<file path="config.mk">
export PLATFORM = sky130hd
export DESIGN_NAME = dual_lfsr_cross_skip_generator_flat
export DESIGN_NICKNAME = d
export VERILOG_FILES = /design/src/sv/dlcs_pkg.sv /design/src/sv/dlcs_in_if.sv /design/src/sv/dlcs_out_if.sv /design/src/sv/dual_lfsr_cross_skip_generator.sv /design/src/sv/dlcs_adv_unit.sv /design/src/flat_wrapper.sv
export SDC_FILE = /design/constraint.sdc
export NUM_CORES = 1
export LEC_CHECK = 0
export ABC_AREA = 0
export BUFFER_PORTS_ARGS = -buffer_cell sky130_fd_sc_hd__buf_4
export CAP_MARGIN = 10
export CORE_UTILIZATION = 46
export DETAILED_ROUTE_END_ITERATION = 6
export REMOVE_ABC_BUFFERS = 1
export SLEW_MARGIN = 15
export SYNTH_ARGS = -nofsm -noshare
export SYNTH_HDL_FRONTEND = slang
export SYNTH_SLANG_ARGS = --single-unit
</file>
<file path="constraint.sdc">
create_clock -name clk_i -period 8.16 [get_ports clk_i]
set_input_delay 2.448 -clock clk_i [delete_from_list [all_inputs] [get_ports clk_i]]
set_output_delay 2.448 -clock clk_i [all_outputs]
set_load 0.1 [all_outputs]
</file>
<file path="src/sv/dlcs_pkg.sv">
// ----------------------------------------------------------------------------
// dlcs_pkg: shared types and constants of the dual LFSR cross-skip generator
// Command codes, register indexes, reset values and counter widths.
// ----------------------------------------------------------------------------
package dlcs_pkg;

  localparam int unsigned SKIP_WIDTH          = 8;
  localparam int unsigned MAX_CROSS_SKIP_BITS = 8;
  localparam int unsigned CNT_W = ((SKIP_WIDTH > MAX_CROSS_SKIP_BITS) ?
                                   SKIP_WIDTH : MAX_CROSS_SKIP_BITS) + 1;

  localparam int unsigned WIDTH_W = 6;
  localparam int unsigned STATE_W = 32;
  localparam int unsigned SKIPB_W = 4;
  localparam int unsigned CFG_IDX_W = 3;
  localparam int unsigned CFG_DATA_W = 32;

  typedef enum logic [1:0] {
    CMD_STEP_A = 2'd0,
    CMD_STEP_B = 2'd1,
    CMD_CROSS  = 2'd2,
    CMD_NOP    = 2'd3
  } cmd_e;

  typedef enum logic [CFG_IDX_W-1:0] {
    REG_WIDTH_A   = 3'd0,
    REG_TAPS_A    = 3'd1,
    REG_SEED_A    = 3'd2,
    REG_WIDTH_B   = 3'd3,
    REG_TAPS_B    = 3'd4,
    REG_SEED_B    = 3'd5,
    REG_SKIP_BITS = 3'd6,
    REG_UNUSED    = 3'd7
  } reg_idx_e;

  localparam logic [WIDTH_W-1:0] WIDTH_A_RST   = 6'd32;
  localparam logic [STATE_W-1:0] TAPS_A_RST    = 32'h8000_0057;
  localparam logic [STATE_W-1:0] SEED_A_RST    = 32'h0000_0000;
  localparam logic [WIDTH_W-1:0] WIDTH_B_RST   = 6'd30;
  localparam logic [STATE_W-1:0] TAPS_B_RST    = 32'h2000_0029;
  localparam logic [STATE_W-1:0] SEED_B_RST    = 32'h0000_0000;
  localparam logic [SKIPB_W-1:0] SKIP_BITS_RST = 4'd1;

  // Setup of one LFSR as seen by the advance unit.
  typedef struct packed {
    logic [WIDTH_W-1:0] width;
    logic [STATE_W-1:0] taps;
  } lfsr_cfg_t;

endpackage

</file>
<file path="src/sv/dlcs_in_if.sv">
// ----------------------------------------------------------------------------
// dlcs_in_if: command channel
// Valid/ready channel carrying one command beat.
// ----------------------------------------------------------------------------
interface dlcs_in_if;
  logic                            valid;
  logic                            ready;
  logic [1:0]                      cmd;
  logic [dlcs_pkg::SKIP_WIDTH-1:0] skip_count;

  modport source (output valid, output cmd, output skip_count, input ready);
  modport sink   (input valid, input cmd, input skip_count, output ready);
endinterface

</file>
<file path="src/sv/dlcs_out_if.sv">
// ----------------------------------------------------------------------------
// dlcs_out_if: result channel
// Valid/ready channel carrying one result beat.
// ----------------------------------------------------------------------------
interface dlcs_out_if;
  logic                         valid;
  logic                         ready;
  logic [dlcs_pkg::STATE_W-1:0] value;

  modport source (output valid, output value, input ready);
  modport sink   (input valid, input value, output ready);
endinterface

</file>
<file path="src/sv/dual_lfsr_cross_skip_generator.sv">
// ----------------------------------------------------------------------------
// dual_lfsr_cross_skip_generator: two Galois LFSRs with cross-skip combining
// Sequencer around a single shared LFSR advance unit.
// ----------------------------------------------------------------------------
// The block keeps two right-shifting Galois LFSRs, A and B, and serves one
// command beat at a time. Step A / step B advance that LFSR skip_count+1
// times and return its state. Cross-skip samples the low skip_bits of both
// states, advances A by B's sample plus one and then B by A's sample plus
// one, and returns A xor B. The unused command returns 0 and touches nothing.
// Both LFSRs share one advance unit, which does one advance per cycle while
// the sequencer is in its run states; a command is accepted in idle, does
// its advances, and then waits in the done state until the output register
// is free to take its result. A result sits in the output register until
// taken; the next command is accepted as soon as the sequencer is back in
// idle, even while that result still waits.
// Writing seed_a or seed_b loads the matching state at once. Write the
// configuration only while the block is idle. Register indexes follow the
// order width_a, taps_a, seed_a, width_b, taps_b, seed_b, skip_bits; writes
// to any other index are dropped. No clearing pass after reset.
// ----------------------------------------------------------------------------
module dual_lfsr_cross_skip_generator (
  input  logic                                clk_i,
  input  logic                                rst_ni,
  dlcs_in_if.sink                             in_ch,
  dlcs_out_if.source                          out_ch,
  input  logic                                cfg_we_i,
  input  logic [dlcs_pkg::CFG_IDX_W-1:0]      cfg_idx_i,
  input  logic [dlcs_pkg::CFG_DATA_W-1:0]     cfg_data_i
);

  typedef enum logic [3:0] {
    ST_IDLE  = 4'b0001,
    ST_RUN_A = 4'b0010,
    ST_RUN_B = 4'b0100,
    ST_DONE  = 4'b1000
  } state_e;

  localparam int unsigned CNT_W = dlcs_pkg::CNT_W;
  localparam int unsigned MCB   = dlcs_pkg::MAX_CROSS_SKIP_BITS;

  // configuration registers
  logic [dlcs_pkg::WIDTH_W-1:0] width_a_q, width_b_q;
  logic [dlcs_pkg::STATE_W-1:0] taps_a_q, taps_b_q;
  logic [dlcs_pkg::SKIPB_W-1:0] skip_bits_q;

  // LFSR states and sequencer
  logic [dlcs_pkg::STATE_W-1:0] lfsr_a_q, lfsr_a_d, lfsr_b_q, lfsr_b_d;
  state_e                       st_q, st_d;
  dlcs_pkg::cmd_e               cmd_q, cmd_d;
  logic [CNT_W-1:0]             cnt_q, cnt_d;
  logic [CNT_W-1:0]             pend_q, pend_d;

  // output register
  logic                         out_valid_q, out_valid_d;
  logic [dlcs_pkg::STATE_W-1:0] out_value_q, out_value_d;

  // shared advance unit
  logic [dlcs_pkg::STATE_W-1:0] adv_in, adv_out;
  dlcs_pkg::lfsr_cfg_t          adv_cfg;

  logic                         in_fire;
  dlcs_pkg::cmd_e               in_cmd;
  logic [3:0]                   k_eff;
  logic [dlcs_pkg::STATE_W-1:0] mask_full;
  logic [MCB-1:0]               smp_a, smp_b;
  logic [dlcs_pkg::STATE_W-1:0] result;

  dlcs_adv_unit u_adv (
    .state_i (adv_in),
    .cfg_i   (adv_cfg),
    .next_o  (adv_out)
  );

  assign in_ch.ready  = (st_q == ST_IDLE);
  assign in_fire      = in_ch.valid && in_ch.ready;
  assign in_cmd       = dlcs_pkg::cmd_e'(in_ch.cmd);
  assign out_ch.valid = out_valid_q;
  assign out_ch.value = out_value_q;

  // cross-skip samples: clamp skip_bits and mask the low state bits
  always_comb begin
    if (int'(skip_bits_q) > int'(MCB)) begin
      k_eff = 4'(MCB);
    end else begin
      k_eff = skip_bits_q;
    end
    mask_full = (32'd1 << k_eff) - 32'd1;
    smp_a     = lfsr_a_q[MCB-1:0] & mask_full[MCB-1:0];
    smp_b     = lfsr_b_q[MCB-1:0] & mask_full[MCB-1:0];
  end

  // steer the shared unit to the LFSR being advanced
  always_comb begin
    if (st_q == ST_RUN_B) begin
      adv_in        = lfsr_b_q;
      adv_cfg.width = width_b_q;
      adv_cfg.taps  = taps_b_q;
    end else begin
      adv_in        = lfsr_a_q;
      adv_cfg.width = width_a_q;
      adv_cfg.taps  = taps_a_q;
    end
  end

  always_comb begin
    case (cmd_q)
      dlcs_pkg::CMD_STEP_A: result = lfsr_a_q;
      dlcs_pkg::CMD_STEP_B: result = lfsr_b_q;
      dlcs_pkg::CMD_CROSS:  result = lfsr_a_q ^ lfsr_b_q;
      default:              result = '0;
    endcase
  end

  always_comb begin
    st_d        = st_q;
    cmd_d       = cmd_q;
    cnt_d       = cnt_q;
    pend_d      = pend_q;
    lfsr_a_d    = lfsr_a_q;
    lfsr_b_d    = lfsr_b_q;
    out_valid_d = out_valid_q;
    out_value_d = out_value_q;

    // drop the result beat once taken
    if (out_valid_q && out_ch.ready) begin
      out_valid_d = 1'b0;
    end

    case (st_q)
      ST_IDLE: begin
        if (in_fire) begin
          cmd_d = in_cmd;
          case (in_cmd)
            dlcs_pkg::CMD_STEP_A: begin
              cnt_d = CNT_W'(in_ch.skip_count) + CNT_W'(1);
              st_d  = ST_RUN_A;
            end
            dlcs_pkg::CMD_STEP_B: begin
              cnt_d = CNT_W'(in_ch.skip_count) + CNT_W'(1);
              st_d  = ST_RUN_B;
            end
            dlcs_pkg::CMD_CROSS: begin
              // A runs B's sample plus one, then B runs A's sample plus one
              cnt_d  = CNT_W'(smp_b) + CNT_W'(1);
              pend_d = CNT_W'(smp_a) + CNT_W'(1);
              st_d   = ST_RUN_A;
            end
            default: begin
              st_d = ST_DONE;
            end
          endcase
        end
      end
      ST_RUN_A: begin
        lfsr_a_d = adv_out;
        cnt_d    = cnt_q - CNT_W'(1);
        if (cnt_q == CNT_W'(1)) begin
          if (cmd_q == dlcs_pkg::CMD_CROSS) begin
            cnt_d = pend_q;
            st_d  = ST_RUN_B;
          end else begin
            st_d = ST_DONE;
          end
        end
      end
      ST_RUN_B: begin
        lfsr_b_d = adv_out;
        cnt_d    = cnt_q - CNT_W'(1);
        if (cnt_q == CNT_W'(1)) begin
          st_d = ST_DONE;
        end
      end
      ST_DONE: begin
        // hold until the output register is free
        if (!out_valid_q || out_ch.ready) begin
          out_valid_d = 1'b1;
          out_value_d = result;
          st_d        = ST_IDLE;
        end
      end
      default: begin
        st_d = ST_IDLE;
      end
    endcase

    // seed writes load the state directly
    if (cfg_we_i && (cfg_idx_i == dlcs_pkg::REG_SEED_A)) begin
      lfsr_a_d = cfg_data_i;
    end
    if (cfg_we_i && (cfg_idx_i == dlcs_pkg::REG_SEED_B)) begin
      lfsr_b_d = cfg_data_i;
    end
  end

  always_ff @(posedge clk_i or negedge rst_ni) begin
    if (!rst_ni) begin
      width_a_q   <= dlcs_pkg::WIDTH_A_RST;
      taps_a_q    <= dlcs_pkg::TAPS_A_RST;
      width_b_q   <= dlcs_pkg::WIDTH_B_RST;
      taps_b_q    <= dlcs_pkg::TAPS_B_RST;
      skip_bits_q <= dlcs_pkg::SKIP_BITS_RST;
    end else if (cfg_we_i) begin
      case (dlcs_pkg::reg_idx_e'(cfg_idx_i))
        dlcs_pkg::REG_WIDTH_A:   width_a_q   <= cfg_data_i[dlcs_pkg::WIDTH_W-1:0];
        dlcs_pkg::REG_TAPS_A:    taps_a_q    <= cfg_data_i;
        dlcs_pkg::REG_WIDTH_B:   width_b_q   <= cfg_data_i[dlcs_pkg::WIDTH_W-1:0];
        dlcs_pkg::REG_TAPS_B:    taps_b_q    <= cfg_data_i;
        dlcs_pkg::REG_SKIP_BITS: skip_bits_q <= cfg_data_i[dlcs_pkg::SKIPB_W-1:0];
        default: ;
      endcase
    end
  end

  always_ff @(posedge clk_i or negedge rst_ni) begin
    if (!rst_ni) begin
      st_q        <= ST_IDLE;
      cmd_q       <= dlcs_pkg::CMD_NOP;
      cnt_q       <= '0;
      pend_q      <= '0;
      lfsr_a_q    <= dlcs_pkg::SEED_A_RST;
      lfsr_b_q    <= dlcs_pkg::SEED_B_RST;
      out_valid_q <= 1'b0;
    end else begin
      st_q        <= st_d;
      cmd_q       <= cmd_d;
      cnt_q       <= cnt_d;
      pend_q      <= pend_d;
      lfsr_a_q    <= lfsr_a_d;
      lfsr_b_q    <= lfsr_b_d;
      out_valid_q <= out_valid_d;
    end
  end

  always_ff @(posedge clk_i) begin
    out_value_q <= out_value_d;
  end

endmodule

</file>
<file path="src/sv/dlcs_adv_unit.sv">
// ----------------------------------------------------------------------------
// dlcs_adv_unit: one Galois LFSR advance
// Refill a zero state, then shift right with tap feedback on bit 0.
// ----------------------------------------------------------------------------
module dlcs_adv_unit (
  input  logic [dlcs_pkg::STATE_W-1:0] state_i,
  input  dlcs_pkg::lfsr_cfg_t          cfg_i,
  output logic [dlcs_pkg::STATE_W-1:0] next_o
);

  logic [4:0]                   top;
  logic [dlcs_pkg::STATE_W-1:0] topbit;
  logic [dlcs_pkg::STATE_W-1:0] filled;

  always_comb begin
    // clamp the width to 8..32, top bit index is width-1
    if (cfg_i.width < 6'd8) begin
      top = 5'd7;
    end else if (cfg_i.width > 6'd32) begin
      top = 5'd31;
    end else begin
      top = 5'(cfg_i.width - 6'd1);
    end
    topbit = 32'd1 << top;
    filled = (state_i == '0) ? (topbit - 32'd1) : state_i;
    if (filled[0]) begin
      next_o = ((filled ^ cfg_i.taps) >> 1) | topbit;
    end else begin
      next_o = filled >> 1;
    end
  end

endmodule
</file>
<file path="src/flat_wrapper.sv">
// flat-port wrapper written by rule: the top's interface ports become plain ports
module dual_lfsr_cross_skip_generator_flat 
  (clk_i, rst_ni, cfg_we_i, cfg_idx_i, cfg_data_i, in_ch_valid, in_ch_cmd, in_ch_skip_count, in_ch_ready, out_ch_valid, out_ch_value, out_ch_ready);
  dlcs_in_if in_ch_i ();
  dlcs_out_if out_ch_i ();
  input  logic clk_i;
  input  logic rst_ni;
  input  logic cfg_we_i;
  input  logic [dlcs_pkg::CFG_IDX_W-1:0] cfg_idx_i;
  input  logic [dlcs_pkg::CFG_DATA_W-1:0] cfg_data_i;
  input wire logic [$bits(in_ch_i.valid)-1:0] in_ch_valid;
  input wire logic [$bits(in_ch_i.cmd)-1:0] in_ch_cmd;
  input wire logic [$bits(in_ch_i.skip_count)-1:0] in_ch_skip_count;
  output wire logic [$bits(in_ch_i.ready)-1:0] in_ch_ready;
  output wire logic [$bits(out_ch_i.valid)-1:0] out_ch_valid;
  output wire logic [$bits(out_ch_i.value)-1:0] out_ch_value;
  input wire logic [$bits(out_ch_i.ready)-1:0] out_ch_ready;
  assign in_ch_i.valid = in_ch_valid;
  assign in_ch_i.cmd = in_ch_cmd;
  assign in_ch_i.skip_count = in_ch_skip_count;
  assign in_ch_ready = in_ch_i.ready;
  assign out_ch_valid = out_ch_i.valid;
  assign out_ch_value = out_ch_i.value;
  assign out_ch_i.ready = out_ch_ready;
  dual_lfsr_cross_skip_generator u_core (.clk_i(clk_i), .rst_ni(rst_ni), .in_ch(in_ch_i), .out_ch(out_ch_i), .cfg_we_i(cfg_we_i), .cfg_idx_i(cfg_idx_i), .cfg_data_i(cfg_data_i));
endmodule
</file>
==> summary.md, run 1 <==
| Metric | Value |
|---|---|
| Maxcap violations | `0` |
| Drt wl/cell | `22.77 um` |
| H-tree Lvls | `4` |
| Startpoint type of the worst setup path | `flop` |
| Synth Area in Simple Gates | `19.89%` |
| Largest family of logic cells by synthesized area | `simple AND/OR/NAND/NOR gates` |
| Yosys cell types | `74` |
| Clock transition at the registers of the reported paths | `0.07 ns` |
| PortBufs | `83` |
| Final instance area | `14140 sq um` |
| TritonCTS clock tree | `done` |
| CTS sink cnt | `199` |
| Synth top area share | `29.60%` |
| Largest net degree at the start of global routing | `93` |
| CTS resizes | `0` |
| Fin. max-slew vios | `0` |
| Die X | `168.0 um` |
| Leading cell type in the layout, fill and taps excluded | `nand2_1` |
| Cell area power density | `370.5 nW/um^2` |
| Critical path fanouts, max | `41` |
| IO Pins | `84` |
| Min-Delay Path Class | `flop to flop` |
| Worst slew margin | `22.15%` |
| Setup-failing EPs final | `0` |
| Final wirelength | `40.49 mm` |
| Filler cell count in the final layout | `2520` |
| Worst hold slack | `0.4804 ns` |
| Final Net Count | `1481` |
| Compound-cell area share of the yosys netlist | `16.81%` |
| Root Buffer | `clkbuf_16` |
| Cell count after synthesis | `1395` |
| CTS buffer count | `17` |
| DPL Wire Length | `27.43 mm` |
| Chip height | `168.0 um` |
| Share of layout cells above drive strength 1 | `19.14%` |
| Yosys warnings | `0` |
| Crit path max-delay family | `simple AND/OR/NAND/NOR gates` |
| Layout area overhead | `11.49%` |
| CP required | `8.54 ns` |
| Avg Inst Size Synth | `9.089 sq um` |
| DR vias/cell | `6.309` |
| Core area | `27030 sq um` |
| Post-synthesis sequential area ratio | `40.70%` |
| Measured slew at the worst slew-check pin | `1.165 ns` |
| DRC Markers | `0` |
| Most frequent cells in the layout | `nand2_1 (196), dfrtp_1 (150), nor2_1 (112)` |
| Adder-Cell Fraction of Synth Area | `0.7697%` |
| #FFs+latches synth | `199` |
| ANT nets after route | `0` |
| Crit path DAT | `6.08 ns` |
| First drt pass iteration count | `5` |
| Clock skew | `0.01552 ns` |
| Top cell type by total area after synthesis | `dfrtp_1` |
| Multi-input logic area | `7164 sq um` |
| Fin. Hold Viols | `0` |
| Reg area | `5161 sq um` |
| Fin util | `52.31%` |
| Critical path type | `flop to flop` |
| Mux contribution to synthesized area | `16.83%` |
| Outcome | `finished, final reports clean` |
| Setup Buffers After CTS | `0` |
| CP Cell Sequence | `nor4b_4 > buf_4 > mux2i_1 > ha_1 > or3b_2 > nand2_1 > a32o_1 > nand3_1 > nor3_1 > inv_1 > ha_1 > inv_1 > a21oi_2 > o22ai_1 > mux2_2 > a211oi_1 > nand2_1 > nand2_1` |
| Crit share post-route | `69.79%` |
| Leakage | `5.715 nW` |
| Slowest CP cell | `nor3_1` |
| Critical Path Sink Type | `flop` |
| Asr flop ratio synth | `83.92%` |
| Skew-Pair Late Insertion Delay | `0.45 ns` |
| Max Fclk | `175.6 MHz` |
| RR Startpoint | `u_core.st_q[1]` |
| Main synth FF type | `dfrtp_1` |
| Max incr delay on CP | `0.66 ns` |
| Setup TNS | `0 ns` |
| First-pass GRT wire length | `63.20 mm` |
| CP dominant cell by count | `nand2_1` |
| Maximum VDD drop | `0.0002084 V` |
| Total track usage | `29.39%` |
| RSZ-0062 raised after global routing | `no` |
| Initial antenna violation count | `0` |
| Mapped cell area | `12680 sq um` |
| Area contributors post-synth | `dfrtp_1 (30%), mux2_2 (8.3%), mux2i_1 (8.1%), edfxtp_1 (7.6%), nand2_1 (5.8%)` |
| Post-synth EDFFs | `32` |
| Placer congestion estimate | `0.9340` |
| Final Critical Period | `5.695 ns` |
| Hold Buf Count CTS | `0` |
| CTS Buffer Depth | `2` |
| HP Start | `u_core.cnt_q[5]` |
| CP Launch Point | `u_core.st_q[1]` |
| Gr ovfl total | `0` |
| Die area | `28230 sq um` |
| Number of global-route vias before repair | `10800` |
| Initial DRC count | `1143` |
| DR vias | `11220` |
| Row cnt | `60` |
| CP Buf/Inv Count | `3` |
| Synth Area in XOR/XNOR | `1.796%` |
| Initial Utilization | `46.92%` |
| Area after DPL | `13540 sq um` |
| Ant. Diodes | `0` |
final timing paths:
check / to / slack, ns / depth (start not counted)
hold reg to reg: u_core.cnt_q[5] / 0.48 / 2
hold / removal: u_core.cnt_q[5] / 0.48 / 2
setup reg to reg: u_core.lfsr_a_q[13] / 2.47 / 18
max in group asynchronous: u_core.lfsr_a_q[18] / 4.51 / 2
setup / recovery: u_core.lfsr_a_q[13] / 2.47 / 18
min in group asynchronous: u_core.cnt_q[3] / 2.05 / 1
power breakdown:
part / internal (mW) / switching, mW / leakage, nW
sequential: 1.38 / 0.463 / 2.31
clock: 0.438 / 0.416 / 0.277
combinational: 0.966 / 1.58 / 3.13
total: 2.78 / 2.46 / 5.72
routing by layer:
metal	up-vias	global-route usage, %	part of all wire (%)	routed length, um
met4	0	11.93	3.2	1293
met1	5487	40.22	45	18030
li1	5184	-	-	-
met5	-	0	0	0
met2	462	46.12	45	18350
met3	85	5.172	7.0	2817
state kept, by name, indices dropped and copies added, names as in the netlist:
signal,count
u_core.cmd_q,2
u_core.cnt_q,9
u_core.lfsr_a_q,32
u_core.lfsr_b_q,32
u_core.out_ch.valid,1
u_core.out_ch.value,32
u_core.pend_q,9
u_core.skip_bits_q,4
u_core.st_q,4
u_core.taps_a_q,31
u_core.taps_b_q,31
u_core.width_a_q,6
u_core.width_b_q,6
Yosys cell counts, drive strengths merged, types with 5 or more instances:
| cell type | n |
|---|---|
| o31ai | 6 |
| o22ai | 44 |
| nand2 | 196 |
| nor4 | 22 |
| nand4 | 9 |
| a22o | 5 |
| mux2 | 94 |
| xnor2 | 14 |
| nor4b | 5 |
| a31oi | 9 |
| a21o | 7 |
| clkbuf | 71 |
| a32o | 8 |
| a211oi | 12 |
| and3 | 6 |
| nor2 | 117 |
| dfrtp | 150 |
| a221oi | 7 |
| nand2b | 16 |
| o21a | 6 |
| edfxtp | 32 |
| o211ai | 9 |
| and2 | 10 |
| or2 | 8 |
| nor2b | 29 |
| nor3 | 49 |
| inv | 11 |
| a21oi | 58 |
| a22oi | 41 |
| or3 | 14 |
| dfstp | 17 |
| buf | 19 |
| mux2i | 106 |
| nand3 | 36 |
| ha | 7 |
| xor2 | 12 |
| o21ai | 82 |
| nand3b | 8 |
cells by family (layout without fill, tap and decap cells):
group,after synthesis,count (layout)
fa+ha+maj,8,8
buf+inv,101,143
xor+xnor,26,26
mux,200,200
flops,199,199
simple gates,535,535
other cells,1,1
compound gates,325,325
stage by stage:
stage	worst slack, ns	total power [mW]	cells
6_report	2.465	5.238	1778
5_1_grt	2.082	5.557	1778
4_1_cts	2.565	5.198	1777
3_5_place_dp	2.617	4.331	1745
3_3_place_gp	2.795	4.301	1745
2_1_floorplan	-1.018	3.538	1305
final cells by class:
class / count / area share (%)
sequential: 199 / 36.51
timing repair buffer: 100 / 5.426
tap: 341 / 3.018
clock buffer: 18 / 3.107
inverter: 11 / 0.2921
clock inverter: 14 / 0.9648
multi-input combinational: 1095 / 50.68
worst min-delay path, delay by kind of cell, from the launching register on:
kind               cells  cell delay [ns]
DFF                    1             0.35
and+or+nand+nor        1             0.05
AOI/OAI and AO/OA      1             0.06
(Power assumes the default switching activity.)
==> run 2, diff against run 1 <==
--- a/config.mk
+++ b/config.mk
@@ -5,7 +5,7 @@
 export SDC_FILE = /design/constraint.sdc
 export NUM_CORES = 1
 export LEC_CHECK = 0
-export ABC_AREA = 0
+export ABC_AREA = 1
 export BUFFER_PORTS_ARGS = -buffer_cell sky130_fd_sc_hd__buf_4
 export CAP_MARGIN = 10
 export CORE_UTILIZATION = 46
==> constraint.sdc (replaced) <==
create_clock -name clk_i -period 5.9 [get_ports clk_i]
set_input_delay 1.77 -clock clk_i [delete_from_list [all_inputs] [get_ports clk_i]]
set_output_delay 1.77 -clock clk_i [all_outputs]
set_load 0.1 [all_outputs]
==> summary.md, run 2 <==
| Metric | Value |
|---|---|
| Number of global-route vias before repair | `11180 (+3.6%)` |
| Mapped cell area | `12470 sq um (-1.6%)` |
| CTS Buffer Depth | `2 (unchanged)` |
| Row cnt | `59 (-1.7%)` |
| Maxcap violations | `0 (unchanged)` |
| Fin. max-slew vios | `0 (unchanged)` |
| Placer congestion estimate | `0.9485 (+1.6%)` |
| Yosys cell types | `57 (-23%)` |
| #FFs+latches synth | `199 (unchanged)` |
| Critical path fanouts, max | `60 (+46%)` |
| DR vias | `11870 (+5.8%)` |
| Fin. Hold Viols | `0 (unchanged)` |
| Post-synth EDFFs | `32 (unchanged)` |
| Avg Inst Size Synth | `7.100 sq um (-22%)` |
| Cell area power density | `537.3 nW/um^2 (+45%)` |
| Asr flop ratio synth | `83.92% (unchanged)` |
| Die X | `166.7 um (-0.80%)` |
| Final instance area | `13940 sq um (-1.4%)` |
| PortBufs | `83 (unchanged)` |
| Post-synthesis sequential area ratio | `41.37% (+0.67 points)` |
| Leakage | `7.116 nW (+25%)` |
| DRC Markers | `0 (unchanged)` |
| Area after DPL | `13320 sq um (-1.7%)` |
| Outcome | `finished, final reports clean` |
| Final Critical Period | `4.404 ns (-1.291 ns)` |
| Leading cell type in the layout, fill and taps excluded | `nand2_1` |
| Area contributors post-synth | `dfrtp_1 (30%), nand2_1 (17%), edfxtp_1 (7.7%), inv_1 (6.6%), o21ai_0 (6.4%)` |
| Maximum VDD drop | `0.0002825 V (+36%)` |
| Chip height | `166.7 um (-0.80%)` |
| Largest net degree at the start of global routing | `98 (+5.4%)` |
| Core area | `26350 sq um (-2.5%)` |
| DR vias/cell | `5.520 (-13%)` |
| Layout area overhead | `11.72%` |
| Worst slew margin | `33.17% (+11 points)` |
| Final wirelength | `39.54 mm (-2.4%)` |
| CP required | `6.24 ns (-2.30 ns)` |
| Clock transition at the registers of the reported paths | `0.09 ns (+0.02 ns)` |
| Setup TNS | `0 ns (unchanged)` |
| Root Buffer | `clkbuf_16` |
| Drt wl/cell | `18.38 um (-19%)` |
| Crit path DAT | `4.75 ns (-1.33 ns)` |
| Most frequent cells in the layout | `nand2_1 (550), inv_1 (218), o21ai_0 (160)` |
| DPL Wire Length | `27.34 mm (-0.33%)` |
| Final Net Count | `1860 (+26%)` |
| Top-count cell post-synth | `nand2_1` |
| Worst hold path depth | `2 (unchanged)` |
| ANT nets after route | `0 (unchanged)` |
| First drt pass iteration count | `5 (unchanged)` |
| Max Fclk | `227.1 MHz (+29%)` |
| Gr ovfl total | `0 (unchanged)` |
| CTS sink cnt | `199 (unchanged)` |
| Main synth FF type | `dfrtp_1` |
| Critical Path Sink Type | `flop` |
| Initial DRC count | `976 (-15%)` |
| Crit share post-route | `74.64% (+4.8 points)` |
| Setup Buffers After CTS | `0 (unchanged)` |
| Total power | `7.488 mW (+43%)` |
| TritonCTS clock tree | `done` |
| Initial Utilization | `47.33% (+0.42 points)` |
| R2R depth | `22 (+4)` |
| Top cell type by total area after synthesis | `dfrtp_1` |
| Critical path type | `flop to flop` |
| Fin util | `52.88% (+0.57 points)` |
| Yosys warnings | `0 (unchanged)` |
| Measured slew at the worst slew-check pin | `1.001 ns (-0.1636 ns)` |
| First-pass GRT wire length | `62.50 mm (-1.1%)` |
| Hold Buf Count CTS | `0 (unchanged)` |
| Synth top area share | `30.09% (+0.49 points)` |
| CTS resizes | `0 (unchanged)` |
| Share of layout cells above drive strength 1 | `11.84% (-7.3 points)` |
| RSZ-0062 raised after global routing | `no` |
| Min-Delay Path Class | `flop to flop` |
| Initial antenna violation count | `0 (unchanged)` |
| Clock skew | `0.01764 ns (+0.002119 ns)` |
| Cell count after synthesis | `1757 (+26%)` |
| H-tree Lvls | `4 (unchanged)` |
| Synth top cells by count | `nand2_1 (552), inv_1 (219), o21ai_0 (160)` |
| Startpoint type of the worst setup path | `flop` |
| Ant. Diodes | `0 (unchanged)` |
| Die area | `27780 sq um (-1.6%)` |
| Setup-failing EPs final | `0 (unchanged)` |
| Skew-Pair Late Insertion Delay | `0.45 ns (about the same)` |
| IO Pins | `84 (unchanged)` |
| Total track usage | `29.01% (-0.38 points)` |
| CTS buffer count | `17 (unchanged)` |
-- run 2: where the power goes --
part | switching, mW | internal, mW
clock | 0.606 | 0.655
combinational | 2.77 | 1.21
sequential | 0.337 | 1.91
-- run 2: cell families (layout without fill, tap and decap cells) --
| family | after synthesis | count (layout) | synth area share, % |
|---|---|---|---|
| AOI/OAI and AO/OA | 380 | 380 | 17.61 |
| xor gates and xnor gates | 21 | 21 | 1.474 |
| adders and majority gates | 7 | 7 | 0.7021 |
| buffers and inverters | 309 | 368 | 10.13 |
| DFF | 199 | 199 | 41.37 |
| muxes | 1 | 1 | 0.08024 |
| other | 1 | 1 | 0.03006 |
| and+or+nand+nor | 839 | 839 | 28.60 |
-- run 2: through the flow --
step | cells | hold WS (ns) | setup slack (ns)
floorplan | 1680 | 0.4424 | 1.431
global placement | 2119 | 0.4601 | 1.590
detailed placement | 2119 | 0.4682 | 1.555
CTS | 2151 | 0.4877 | 1.533
global route | 2151 | 0.5033 | 1.071
finish | 2151 | 0.4822 | 1.496
-- run 2: area by class of cell --
type                            instances  area [sq um]
Clock buffer                           19         475.5
Clock inverter                         13         145.1
Fill cell                            2632         12420
Inverter                              232         870.8
Multi-Input combinational cell       1249          6067
Sequential cell                       199          5161
Tap cell                              335         419.2
Timing Repair Buffer                  104         797.0
-- run 2: per-layer routing --
| layer | track usage (%) | routed length [um] | up-vias |
|---|---|---|---|
| li1 | - | - | 5820 |
| met1 | 41.04 | 18770 | 5603 |
| met2 | 46.47 | 17940 | 395 |
| met3 | 3.779 | 2119 | 55 |
| met4 | 8.293 | 714 | 0 |
| met5 | 0 | 0 | - |
-- run 2: worst paths after layout --
| path | from | endpoint | slack [ns] |
|---|---|---|---|
| worst min register to register | u_core.taps_a_q[5] | u_core.taps_a_q[5] | 0.48 |
| worst min-delay path | u_core.taps_a_q[5] | u_core.taps_a_q[5] | 0.48 |
| max in group asynchronous | rst_ni | u_core.taps_b_q[17] | 3.58 |
| worst max-delay path | u_core.st_q[0] | u_core.lfsr_b_q[13] | 1.50 |
| min in group asynchronous | rst_ni | u_core.cnt_q[6] | 1.33 |
| worst max register to register | u_core.st_q[0] | u_core.lfsr_b_q[13] | 1.50 |
-- run 2: worst max-delay path: stages (launching register included) --
cell and delay [ns]:
dfstp_2 0.56, nor2_4 0.07, nand2_4 0.55, buf_4 0.29
nand2_1 0.07, nand2_1 0.09, ha_1 0.20, nand3b_1 0.14
nand2_1 0.06, nor2_1 0.19, nand2_1 0.16, nor2_2 0.24
nand3_1 0.24, ha_1 0.30, nand2_1 0.15, nor2_2 0.07
nand3_1 0.20, xnor2_1 0.16, nand2_1 0.09, nand3_1 0.09
nand3_1 0.19, nand2_1 0.11, nand2_1 0.05
